[src/rtl/core/gemm_pkg.sv]
package gemm_pkg;

  localparam int unsigned Rows = 4;
  localparam int unsigned Cols = 4;
  localparam int unsigned RowW = 2;
  localparam int unsigned ColW = 2;
  localparam logic [31:0] QNan = 32'h7FC0_0000;
  localparam logic [31:0] AlphaReset = 32'h3F80_0000;

  typedef enum logic [1:0] {
    CmdClear = 2'd0,
    CmdLoad  = 2'd1,
    CmdAccum = 2'd2,
    CmdWback = 2'd3
  } cmd_e;

  typedef enum logic [1:0] {
    RegAlpha = 2'd0,
    RegRows  = 2'd1,
    RegCols  = 2'd2
  } reg_e;

  // Request to the shared floating-point unit.
  typedef struct packed {
    logic        mul;
    logic [31:0] a;
    logic [31:0] b;
  } fpu_req_t;

endpackage

[src/rtl/core/gemm_fpu.sv]
// Shared binary32 unit: one multiply or one add per request, round to nearest even.
// The exact product or sum is normalized and registered, then rounded in the
// next cycle, so the result is valid in the cycle after the request.
module gemm_fpu
  import gemm_pkg::*;
(
  input  logic     clk_i,
  input  fpu_req_t req_i,
  output logic [31:0] res_o
);

  logic [31:0] res;

  // Multiply path signals.
  logic        sa, sb, sr;
  logic [7:0]  ea, eb;
  logic [22:0] fa, fb;
  logic        a_nan, b_nan, a_inf, b_inf, a_zero, b_zero;
  logic [23:0] ma, mb;
  logic [47:0] prod;
  logic [47:0] pn;
  logic signed [10:0] pe;
  logic [5:0]  lz;

  // Add path signals.
  logic [31:0] big, sml;
  logic [7:0]  eb2, es2;
  logic [26:0] mbig, msml, msh;
  logic [7:0]  dexp;
  logic        sticky;
  logic [27:0] sum;
  logic [27:0] sn;
  logic signed [10:0] se;
  logic [4:0]  lz2;

  // Rounding stage input: 27-bit mantissa with guard and sticky.
  logic [26:0] rm, rm_q;
  logic signed [10:0] re, re_q;
  logic        rs, rs_q;
  logic        special, special_q;
  logic [31:0] spec_val, spec_val_q;
  logic [26:0] den;
  logic [9:0]  shamt;
  logic        st2;
  logic [24:0] rounded;
  logic signed [10:0] fe;

  // Front end before the register: special values, exact product or aligned sum, normalization.
  always_comb begin
    sa = req_i.a[31]; ea = req_i.a[30:23]; fa = req_i.a[22:0];
    sb = req_i.b[31]; eb = req_i.b[30:23]; fb = req_i.b[22:0];
    a_nan = (ea == 8'hFF) && (fa != 23'd0);
    b_nan = (eb == 8'hFF) && (fb != 23'd0);
    a_inf = (ea == 8'hFF) && (fa == 23'd0);
    b_inf = (eb == 8'hFF) && (fb == 23'd0);
    a_zero = (ea == 8'd0) && (fa == 23'd0);
    b_zero = (eb == 8'd0) && (fb == 23'd0);
    ma = {(ea != 8'd0), fa};
    mb = {(eb != 8'd0), fb};
    prod = '0; pn = '0; pe = '0; lz = '0;
    big = '0; sml = '0; eb2 = '0; es2 = '0; mbig = '0; msml = '0; msh = '0;
    dexp = '0; sticky = 1'b0; sum = '0; sn = '0; se = '0; lz2 = '0;
    special = 1'b0; spec_val = '0; rm = '0; re = '0; rs = 1'b0;
    if (req_i.mul) begin
      sr = sa ^ sb;
      rs = sr;
      if (a_nan || b_nan || (a_inf && b_zero) || (b_inf && a_zero)) begin
        special = 1'b1; spec_val = QNan;
      end else if (a_inf || b_inf) begin
        special = 1'b1; spec_val = {sr, 8'hFF, 23'd0};
      end else if (a_zero || b_zero) begin
        special = 1'b1; spec_val = {sr, 31'd0};
      end else begin
        prod = ma * mb;
        // Normalize so bit 47 is the leading one.
        lz = '0;
        for (int i = 0; i < 48; i++) begin
          if (prod[i]) lz = 6'(47 - i);
        end
        pn = prod << lz;
        pe = 11'(ea == 8'd0 ? 1 : ea) + 11'(eb == 8'd0 ? 1 : eb) - 11'sd126
             - 11'(lz);
        rm = {pn[47:22], (pn[21:0] != 22'd0)};
        re = pe;
      end
    end else begin
      sr = 1'b0;
      if (a_nan || b_nan || (a_inf && b_inf && (sa != sb))) begin
        special = 1'b1; spec_val = QNan;
      end else if (a_inf) begin
        special = 1'b1; spec_val = req_i.a;
      end else if (b_inf) begin
        special = 1'b1; spec_val = req_i.b;
      end else begin
        if (req_i.a[30:0] >= req_i.b[30:0]) begin
          big = req_i.a; sml = req_i.b;
        end else begin
          big = req_i.b; sml = req_i.a;
        end
        eb2 = (big[30:23] == 8'd0) ? 8'd1 : big[30:23];
        es2 = (sml[30:23] == 8'd0) ? 8'd1 : sml[30:23];
        mbig = {(big[30:23] != 8'd0), big[22:0], 3'b000};
        msml = {(sml[30:23] != 8'd0), sml[22:0], 3'b000};
        dexp = eb2 - es2;
        if (dexp > 8'd26) begin
          msh = 27'd0; sticky = (msml != 27'd0);
        end else begin
          msh = msml >> dexp;
          sticky = ((msh << dexp) != msml);
        end
        msh[0] = msh[0] | sticky;
        if (big[31] == sml[31]) sum = {1'b0, mbig} + {1'b0, msh};
        else sum = {1'b0, mbig} - {1'b0, msh};
        if (sum == 28'd0) begin
          special = 1'b1;
          spec_val = {(sa & sb), 31'd0};
        end else begin
          lz2 = '0;
          for (int i = 0; i < 28; i++) begin
            if (sum[i]) lz2 = 5'(27 - i);
          end
          sn = sum << lz2;
          se = 11'(eb2) + 11'sd1 - 11'(lz2);
          rm = {sn[27:2], (sn[1:0] != 2'd0)};
          re = se;
          rs = big[31];
        end
      end
    end
  end

  // Normalized value held for the rounding cycle.
  always_ff @(posedge clk_i) begin
    special_q <= special;
    spec_val_q <= spec_val;
    rm_q <= rm;
    re_q <= re;
    rs_q <= rs;
  end

  // After the register: denormalize, round and pack.
  always_comb begin
    // Denormalize when the exponent falls below one.
    if (re_q < 11'sd1) begin
      shamt = 10'(11'sd1 - re_q);
      if (shamt > 10'd26) begin
        den = 27'd0; st2 = (rm_q != 27'd0);
      end else begin
        den = rm_q >> shamt;
        st2 = ((den << shamt) != rm_q);
      end
      den[0] = den[0] | st2;
      fe = 11'sd0;
    end else begin
      shamt = '0; st2 = 1'b0; den = rm_q; fe = re_q;
    end
    rounded = {1'b0, den[26:3]} +
              25'(den[2] && (den[1] || den[0] || den[3]));
    if (special_q) begin
      res = spec_val_q;
    end else if (rounded[24]) begin
      // Carry out of rounding.
      fe = fe + 11'sd1;
      res = (fe >= 11'sd255) ? {rs_q, 8'hFF, 23'd0} : {rs_q, fe[7:0], rounded[23:1]};
    end else if (fe == 11'sd0) begin
      res = {rs_q, 7'd0, rounded[23], rounded[22:0]};
    end else if (fe >= 11'sd255) begin
      res = {rs_q, 8'hFF, 23'd0};
    end else begin
      res = {rs_q, fe[7:0], rounded[22:0]};
    end
  end

  assign res_o = res;

endmodule

[src/rtl/core/gemm_outer_product_tile_mac_unit.sv]
// GEMM tile multiply-accumulate unit, binary32.
// Items enter on start_i/command_i/operand_i/row_i/col_i while busy_o is low.
// Commands: clear the tile, load one B element, accumulate one A element into
// a tile row, or write back one C element as acc*alpha + C.
// Configuration (alpha, rows in use, cols in use) is written through
// cfg_valid_i/cfg_ready_o with cfg_index_i and cfg_data_i while idle.
// Clear and load complete while busy_o stays low. Accumulate uses one shared float
// unit, multiply then add for each active column (StMul, StMulWait, StAdd,
// StAddWait per column). An in-range write back keeps busy_o high through these
// states and raises valid_o with c_out_o/in_range_o in the cycle in which busy_o
// falls; an out-of-range write back returns the old C in the cycle after it is accepted.
// The receiver cannot stall; results are never held.
// Reset sets alpha to 1.0, both in-use limits to 4 and clears the tile.
module gemm_outer_product_tile_mac_unit
  import gemm_pkg::*;
(
  input  logic        clk_i,
  input  logic        rst_ni,
  input  logic        start_i,
  output logic        busy_o,
  input  logic [1:0]  command_i,
  input  logic [31:0] operand_i,
  input  logic [1:0]  row_i,
  input  logic [1:0]  col_i,
  input  logic        cfg_valid_i,
  output logic        cfg_ready_o,
  input  logic [1:0]  cfg_index_i,
  input  logic [31:0] cfg_data_i,
  output logic        valid_o,
  output logic [31:0] c_out_o,
  output logic        in_range_o
);

  typedef enum logic [2:0] {
    StIdle, StMul, StMulWait, StAdd, StAddWait
  } state_e;

  state_e state_q;
  logic [31:0] acc_q [Rows*Cols];
  logic [31:0] b_q [Cols];
  logic [31:0] alpha_q, opnd_q, prod_q, fres;
  logic [2:0]  rows_q, cols_q;
  logic [RowW-1:0] row_q;
  logic [ColW-1:0] col_q, lim_q;
  logic        wb_q, valid_q, inr_q;
  logic [31:0] cout_q;
  fpu_req_t    req;
  logic        row_ok, col_ok;
  logic [3:0]  idx;

  assign row_ok = ({1'b0, row_i} < rows_q);
  assign col_ok = ({1'b0, col_i} < cols_q);
  assign idx = {row_q, col_q};

  // Operand selection for the shared unit.
  always_comb begin
    req.mul = (state_q == StMul);
    if (state_q == StMul) begin
      req.a = wb_q ? acc_q[idx] : opnd_q;
      req.b = wb_q ? alpha_q : b_q[col_q];
    end else begin
      req.a = prod_q;
      req.b = wb_q ? opnd_q : acc_q[idx];
    end
  end

  gemm_fpu u_fpu (.clk_i, .req_i(req), .res_o(fres));

  // Sequencer, tile and configuration registers.
  always_ff @(posedge clk_i or negedge rst_ni) begin
    if (!rst_ni) begin
      state_q <= StIdle;
      alpha_q <= AlphaReset;
      rows_q <= 3'd4;
      cols_q <= 3'd4;
      valid_q <= 1'b0;
      for (int i = 0; i < Rows*Cols; i++) acc_q[i] <= '0;
    end else begin
      valid_q <= 1'b0;
      case (state_q)
        StIdle: begin
          if (cfg_valid_i) begin
            case (cfg_index_i)
              RegAlpha: alpha_q <= cfg_data_i;
              RegRows:  rows_q <= cfg_data_i[2:0];
              RegCols:  cols_q <= cfg_data_i[2:0];
              default: ;
            endcase
          end
          if (start_i) begin
            opnd_q <= operand_i;
            row_q <= row_i;
            case (cmd_e'(command_i))
              CmdClear: for (int i = 0; i < Rows*Cols; i++) acc_q[i] <= '0;
              CmdLoad: b_q[col_i] <= operand_i;
              CmdAccum: begin
                if (row_ok && cols_q != 3'd0) begin
                  wb_q <= 1'b0;
                  col_q <= '0;
                  lim_q <= (cols_q > 3'd4) ? 2'd3 : 2'(cols_q - 3'd1);
                  state_q <= StMul;
                end
              end
              CmdWback: begin
                if (row_ok && col_ok) begin
                  wb_q <= 1'b1;
                  col_q <= col_i;
                  state_q <= StMul;
                end else begin
                  valid_q <= 1'b1;
                  cout_q <= operand_i;
                  inr_q <= 1'b0;
                end
              end
              default: ;
            endcase
          end
        end
        StMul: state_q <= StMulWait;
        StMulWait: begin
          prod_q <= fres;
          state_q <= StAdd;
        end
        StAdd: state_q <= StAddWait;
        StAddWait: begin
          if (wb_q) begin
            valid_q <= 1'b1;
            cout_q <= fres;
            inr_q <= 1'b1;
            state_q <= StIdle;
          end else begin
            acc_q[idx] <= fres;
            if (col_q == lim_q) state_q <= StIdle;
            else begin
              col_q <= col_q + 2'd1;
              state_q <= StMul;
            end
          end
        end
        default: state_q <= StIdle;
      endcase
    end
  end

  assign busy_o = (state_q != StIdle);
  assign cfg_ready_o = (state_q == StIdle);
  assign valid_o = valid_q;
  assign c_out_o = cout_q;
  assign in_range_o = inr_q;

endmodule
[config.mk]
export PLATFORM = sky130hd
export DESIGN_NAME = gemm_outer_product_tile_mac_unit
export DESIGN_NICKNAME = d
export VERILOG_FILES = /design/src/rtl/core/gemm_pkg.sv /design/src/rtl/core/gemm_fpu.sv /design/src/rtl/core/gemm_outer_product_tile_mac_unit.sv
export SDC_FILE = /design/constraint.sdc
export NUM_CORES = 2
export LEC_CHECK = 0
export CORE_MARGIN = 5
export CORE_UTILIZATION = 55
export CTS_CLUSTER_DIAMETER = 50
export CTS_CLUSTER_SIZE = 14
export DETAILED_ROUTE_END_ITERATION = 8
export DONT_BUFFER_PORTS = 1
export PLACE_DENSITY_LB_ADDON = 0.2
export SKIP_LAST_GASP = 1
export SYNTH_ARGS = -nofsm -noshare
export SYNTH_HDL_FRONTEND = slang
export SYNTH_SLANG_ARGS = --single-unit
[constraint.sdc]
create_clock -name clk_i -period 28.1 [get_ports clk_i]
set_input_delay 1.405 -clock clk_i [delete_from_list [all_inputs] [get_ports clk_i]]
set_output_delay 1.405 -clock clk_i [all_outputs]
set_load 0.01 [all_outputs]
Word-level counts from Yosys, hierarchy flattened
Memories as Yosys holds them, arrays and structs flattened. A register that Yosys moved wholly into a read port is not among the register bits.
Index checks and enable logic that the tools add are counted.

operators by class
  shift-type cells = 6
  reduce and logical (&&, ||, !) cells = 59
  equality and inequality tests = 28
  add/subtract/negate cells = 13
  order comparisons = 11
  bitwise operators = 5
  muxes and demuxes = 213
  $mul = 1

operator list
  operator            count
  $mux 512            3
  $pmux 512 s2        1
  $mux 32             29
  $bwmux 512          1
  $mux 27             16
  $mux 6              52
  $mux 5              33
  $mux 28             5
  $bmux 32 s4         1
  $demux 32 s4        1
  $mux 31             4
  $mux 11             9
  $mux 64             1
  $pmux 32 s2         1
  $ne 27x27->1        2
  $mul 24x24->48      1
  $shl 48x6->48       1
  $logic_not 23->1    2
  $reduce_bool 23->1  2
  $mux 1              36
  $logic_not 8->1     4
  $mux 8              4
  $reduce_bool 8->1   4
  $ge 31x31->1        1
  66 further kinds    122

word-level totals
  memories = 1
  output and inout bits = 36
  register bits = 730
  bits in writable memories = 128
  input port bits = 76

memory list
  name  words  bits a word  rd ports  clocked after Yosys merged registers in  wr ports  line                                    text
  b_q   4      32           1         1                                        1         gemm_outer_product_tile_mac_unit.sv:40  logic [31:0] b_q [Cols];

Depth between registers and ports, before layout
  word-level depth = 71
  depth in mapped cells = 82
  gate-level depth less buffers = 67

Cells and area by module
From an unflattened synthesis, not the netlist that was laid out.

unflattened totals
  cell total of the unflattened synthesis = 8282
  area, all modules = 75338.5 um^2

by module, submodules not included
  module                            instances  area an instance (um^2)  cells an instance
  gemm_fpu                          1          41155.7                  5577
  gemm_outer_product_tile_mac_unit  1          34182.8                  2705

Least setup slack after synthesis
No wires, ideal clock.

  path kind = reg-to-reg
  from = register state_q[0]
  to = register u_fpu.re_q[8]
  path buffers = 20
  path slack = 11776 ps
  cell stages (with the launch flop) = 76
  data arrival time = 16195 ps
  period minus slack after synthesis = 16324 ps
  cells stage by stage = dfrtp_1 -> or3b_1 -> buf_2 -> buf_2 -> buf_2 -> clkbuf_1 -> buf_2 -> buf_1 -> buf_1 -> buf_1 -> clkbuf_1 -> clkbuf_1 -> nand2_1 -> o21ai_1 -> ha_1 -> and3_1 -> nand4_1 -> nand2b_1 -> [... 40 more ...] -> a211oi_1 -> o41a_1 -> and3_1 -> nor2_1 -> and3b_1 -> o211ai_1 -> nor2_1 -> inv_1 -> buf_4 -> clkbuf_1 -> ha_1 -> nor2b_1 -> o21ai_0 -> nand2b_1 -> a211oi_1 -> or3b_2 -> xnor2_1 -> o22ai_1

on the way
  cells in the longest elaborated chain, start to end = 65
  elaborated cells between the ends (all ways) = 173
  those cells by class = add/sub: 8; mul: 1; order compare: 2; eq/ne: 6; shift: 2; mux: 123; bitwise: 1; reduce/logical: 30

ends and longest elaborated chain
  element                   line                                                                            text
  start: declaration        gemm_outer_product_tile_mac_unit.sv:38                                          state_e state_q;
  start signal: assignment  gemm_outer_product_tile_mac_unit.sv:72                                          state_q <= StIdle;
  start signal: assignment  gemm_outer_product_tile_mac_unit.sv:101                                         state_q <= StMul;
  start signal: assignment  gemm_outer_product_tile_mac_unit.sv:108                                         state_q <= StMul;
  $eq 3x1->1 *              gemm_outer_product_tile_mac_unit.sv:57, gemm_outer_product_tile_mac_unit.sv:58
  $mux 64                   gemm_outer_product_tile_mac_unit.sv:58                                          if (state_q == StMul) begin
  $ge 31x31->1              gemm_fpu.sv:95                                                                  if (req_i.a[30:0] >= req_i.b[30:0]) begin
  $mux 32                   gemm_fpu.sv:95
  $mux 32                   gemm_fpu.sv:92                                                                  end else if (b_inf) begin
  $mux 32                   gemm_fpu.sv:90                                                                  end else if (a_inf) begin
  $mux 32                   gemm_fpu.sv:88                                                                  if (a_nan || b_nan || (a_inf && b_inf && (sa != sb))) begin
  $mux 32                   gemm_fpu.sv:64                                                                  if (req_i.mul) begin
  [... 50 more ...]         -
  $mux 5                    gemm_fpu.sv:64
  $sub 11x5->11             gemm_fpu.sv:123                                                                 se = 11'(eb2) + 11'sd1 - 11'(lz2);
  $mux 11                   gemm_fpu.sv:114                                                                 if (sum == 28'd0) begin
  $mux 11                   gemm_fpu.sv:92
  $mux 11                   gemm_fpu.sv:90
  $mux 11                   gemm_fpu.sv:88
  $mux 11 *                 gemm_fpu.sv:64
  via u_fpu.re[8]           gemm_fpu.sv:38                                                                  logic signed [10:0] re, re_q;
  end signal: assignment    gemm_fpu.sv:137                                                                 re_q <= re;
  end: declaration          gemm_fpu.sv:38

Mark *: on every way through the listed nets, which the timed path passes. The rest lies on a longest branch. The select of a mux whose other input is x is not followed.
A chain may end at the register's enable or synchronous reset.

Final worst setup path
  from = register col_q[1]
  to = register u_fpu.re_q[8]

on the way
  cells in the longest elaborated chain, start to end = 69
  elaborated cells between the ends (all ways) = 178
  those cells by class = add/sub: 8; mul: 1; order compare: 2; eq/ne: 5; shift: 2; mux: 128; bitwise: 2; reduce/logical: 30

ends and longest elaborated chain
  element                                       line                                                                            text
  start: declaration                            gemm_outer_product_tile_mac_unit.sv:44                                          logic [ColW-1:0] col_q, lim_q;
  start signal: assignment                      gemm_outer_product_tile_mac_unit.sv:107                                         col_q <= col_i;
  start signal: assignment                      gemm_outer_product_tile_mac_unit.sv:135                                         col_q <= col_q + 2'd1;
  $not 4->5 (not written as such) *             gemm_outer_product_tile_mac_unit.sv:59, gemm_outer_product_tile_mac_unit.sv:63
  $bmux 32 s4 *                                 gemm_outer_product_tile_mac_unit.sv:59, gemm_outer_product_tile_mac_unit.sv:63
  $mux 32 (not written as such) * (2 in a row)  gemm_outer_product_tile_mac_unit.sv:59, gemm_outer_product_tile_mac_unit.sv:63
  $mux 32, on equally long branches             gemm_outer_product_tile_mac_unit.sv:59, gemm_outer_product_tile_mac_unit.sv:63
  $mux 64 *                                     gemm_outer_product_tile_mac_unit.sv:58
  $ge 31x31->1                                  gemm_fpu.sv:95
  $mux 32                                       gemm_fpu.sv:95
  $mux 32                                       gemm_fpu.sv:92
  [... 53 more ...]                             -
  $mux 5                                        gemm_fpu.sv:64
  $sub 11x5->11                                 gemm_fpu.sv:123
  $mux 11                                       gemm_fpu.sv:114
  $mux 11                                       gemm_fpu.sv:92
  $mux 11                                       gemm_fpu.sv:90
  $mux 11                                       gemm_fpu.sv:88
  $mux 11 *                                     gemm_fpu.sv:64
  via u_fpu.re[8]                               gemm_fpu.sv:38

Marks and branches as above.

==> summary.txt <==
Run status
  – Status: complete, but fails checks
  – Failing checks: DRC, slew limit

Global routing
  – First-pass GRT wire length: 477.1 mm
  – Vias in the first global route: 70620
  – Largest net degree at the start of global routing: 559
  – Grt total ovfl: 0
  – Initial antenna violation count: 13
  – Total Routing Usage GR: 42.12%

Floorplanning
  – Die Y-Extent: 388.1 microns
  – Die Area: 150700 sq um
  – Initial core utilization: 55.48%
  – Die Width: 388.1 microns
  – Cell Rows: 138
  – Core Box Area: 141800 sq um
  – Io pins: 112

Worst setup path
  – Reg2reg start: col_q[1]$_DFFE_PP_
  – Reg-to-reg critical path endpoint: u_fpu.re_q[8]$_DFF_P_
  – Startpoint types: flip-flop
  – Slowest stage delay, CP: 1.00 ns
  – Critical Path Most Common Cell: buf_4
  – Crit-path max FO: 134
  – R2r setup slk: 6.97 ns
  – WP data arrival: 21.66 ns
  – CP max stage cell: a2111oi_0
  – CP Class: flip-flop to flip-flop
  – FF-to-FF path depth: 63
  – CP required: 28.63 ns
  – Endpoint class of the critical path: flip-flop

Placement
  – Post-DP HPWL: 242.8 mm
  – Placed Instances: 10350
  – Gp weighted congestion: 1.101
  – IO Port Bufs: 0
  – Setup slack at placement: 7.887 ns

Clocking
  – Cts hold-fix bufs: 0
  – Clk sinks: 860
  – CTS max path bufs: 3
  – Post-cts sizing count: 0
  – Clock buffer count from CTS: 78
  – CTS tree: done
  – H-tree depth: 3
  – CTS root buffer: clkbuf_16
  – Worst-Skew Late Latency: 0.69 ns
  – CTS clk-pin slew, worst paths: 0.07 ns
  – Post-CTS setup buffer count: 0

Job
  – Total of max-cap violations: 0

Detailed routing
  – Metal3 WL: 42.46 mm
  – Initial drt markers: 9428
  – Wire per inst: 31.14 microns
  – Drt pass-1 iters: 9
  – Final wirelength: 326.5 mm
  – Met2 Wirelength: 134.7 mm
  – Post-DRT Antenna Nets: 0
  – Residual DRC: 2
  – Total number of vias: 72860
  – Vias per cell: 6.948
  – Highest routed layer: met5
  – Met1 WL: 124.9 mm

Final layout
  – Area Overhead vs Synth: 4.841%
  – Share of post-route cells with drive strength above 1: 9.038%
  – Register area: 22330 sq um
  – Fin cells: 10490
  – Fillers: 12580
  – Fin nets: 9428
  – Multi-input gate area: 51010 sq um

Synthesis
  – Number of synthesized flops with an enable pin: 232
  – Sequential share of the synthesized area: 28.38%
  – Post-Syn Area: 78640 sq um
  – Synth warn: 0
  – Avg Inst Size Synth: 8.839 sq um
  – Dominant synthesized flop cell: dfrtp_1
  – Yosys reg bits: 860
  – Mapped Cells: 8897
  – Asr flop ratio synth: 64.42%
  – Synth unique cells: 129

Timing
  – Fin Hold WS: 0.4323 ns
  – Least-Margin Pin Slew: 1.887 ns
  – Final TNS setup: 0 ns
  – Final setup violation count: 0
  – Fmax: 0.04733 GHz
  – Max-slew violation count: 283
  – Rel. slew slack: -25.83%
  – Worst Clk Skew: 0.05038 ns
  – Endpoints failing hold: 0
  – RSZ-0062 raised after global routing: no
  – Post-route setup slack: 6.972 ns
  – Tmin final: 21.13 ns
  – Final worst path period share: 75.19%

Min path
  – Hold Path Class: input pin to asynchronous set/reset pin
==> sequential cells by signal, summed over array words and instances, names as in the netlist, 2 cells and up, named ones only <==
signal	flops
row_q	2
prod_q	32
lim_q	2
rows_q	3
u_fpu.re_q	11
alpha_q	32
u_fpu.rm_q	27
cols_q	3
acc_q	512
col_q	2
c_out_o	32
u_fpu.spec_val_q	32
opnd_q	32
state_q	3
b_q	128
==> how the worst max path moves through the flow <==
stage	startpoint	end	cells after the start
after floorplan	state_q[0]$_DFFE_PN0P_	u_fpu.re_q[8]$_DFF_P_	75
after global placement	col_q[1]$_DFFE_PP_	u_fpu.re_q[8]$_DFF_P_	63
after detailed placement	col_q[1]$_DFFE_PP_	u_fpu.re_q[8]$_DFF_P_	63
after CTS	col_q[1]$_DFFE_PP_	u_fpu.re_q[8]$_DFF_P_	63
after global routing	col_q[1]$_DFFE_PP_	u_fpu.re_q[8]$_DFF_P_	63
final	col_q[1]$_DFFE_PP_	u_fpu.re_q[8]$_DFF_P_	63
==> worst max-delay path: cells and delay by family (launching register included) <==
kind,cells,cell delay (ns)
AOI/OAI and AO/OA,25,7.14
xor gates and xnor gates,1,0.16
adders and majority gates,4,1.21
buffers and inverters,9,3.51
DFF,1,0.42
muxes,3,1.56
and+or+nand+nor,21,6.42
==> cells in the final DEF, fill, tap and decap left out, drive strengths merged, types with 232 or more instances in the layout <==
master    n
a21oi   371
dfrtp   545
edfxtp  232
fa      492
ha      322
inv     740
mux2i   312
nand2   671
nand3   658
nor2    940
o21ai   798
==> layout make-up <==
class / count / share of cell area (%)
Antenna cell: 10 / 0.03035
Clock inverter: 22 / 0.3779
Sequential cell: 860 / 27.08
Multi-Input combinational cell: 6659 / 61.86
Inverter: 737 / 3.355
Tap cell: 1890 / 2.868
Clock buffer: 106 / 2.543
Timing Repair Buffer: 202 / 1.885
==> synth_stat cells, types with 77 or more instances <==
cell type / count / share of area [%]
nor3_1: 167 / 1.1
fa_1: 492 / 13
inv_1: 727 / 3.5
dfrtp_1: 545 / 17
nor2_1: 937 / 4.5
o21ai_0: 769 / 4.9
mux2i_1: 311 / 4.0
mux4_2: 139 / 4.0
a21oi_1: 367 / 2.3
o211ai_1: 108 / 1.0
xnor2_1: 87 / 0.97
o22ai_1: 77 / 0.61
nand2_1: 669 / 3.2
edfxtp_1: 232 / 8.9
a211oi_1: 95 / 0.91
mux2_2: 140 / 2.0
a22oi_1: 82 / 0.78
clkbuf_1: 471 / 2.2
ha_1: 322 / 5.1
nand3_1: 658 / 4.2
==> metrics by stage <==
| stage | util [%] | instance area, sq um |
|---|---|---|
| floorplan | - | 78720 |
| CTS | 58.15 | 82430 |
| detailed placement | 56.45 | 80020 |
| finish | 58.16 | 82450 |
| global placement | 56.45 | 80020 |
| global route | 58.15 | 82430 |
==> per-layer routing <==
| layer | vias to the layer above | GRT usage (%) |
|---|---|---|
| met5 | - | 0 |
| met4 | 6 | 24.63 |
| met3 | 1008 | 13.36 |
| met2 | 4986 | 60.11 |
| met1 | 35970 | 56.43 |
| li1 | 30890 | - |
==> kinds of logic after synthesis <==
family                     share of synthesized area [%]
muxes                                              10.02
buffers and inverters                              7.291
xor gates and xnor gates                           1.515
DFF                                                28.38
adders and majority gates                          17.65
other                                           0.004768
and+or+nand+nor                                    17.04
AOI/OAI and AO/OA                                  18.10
Power is not shown: default switching activity piles up to over one toggle a cycle in this logic, so the estimate is an artifact.
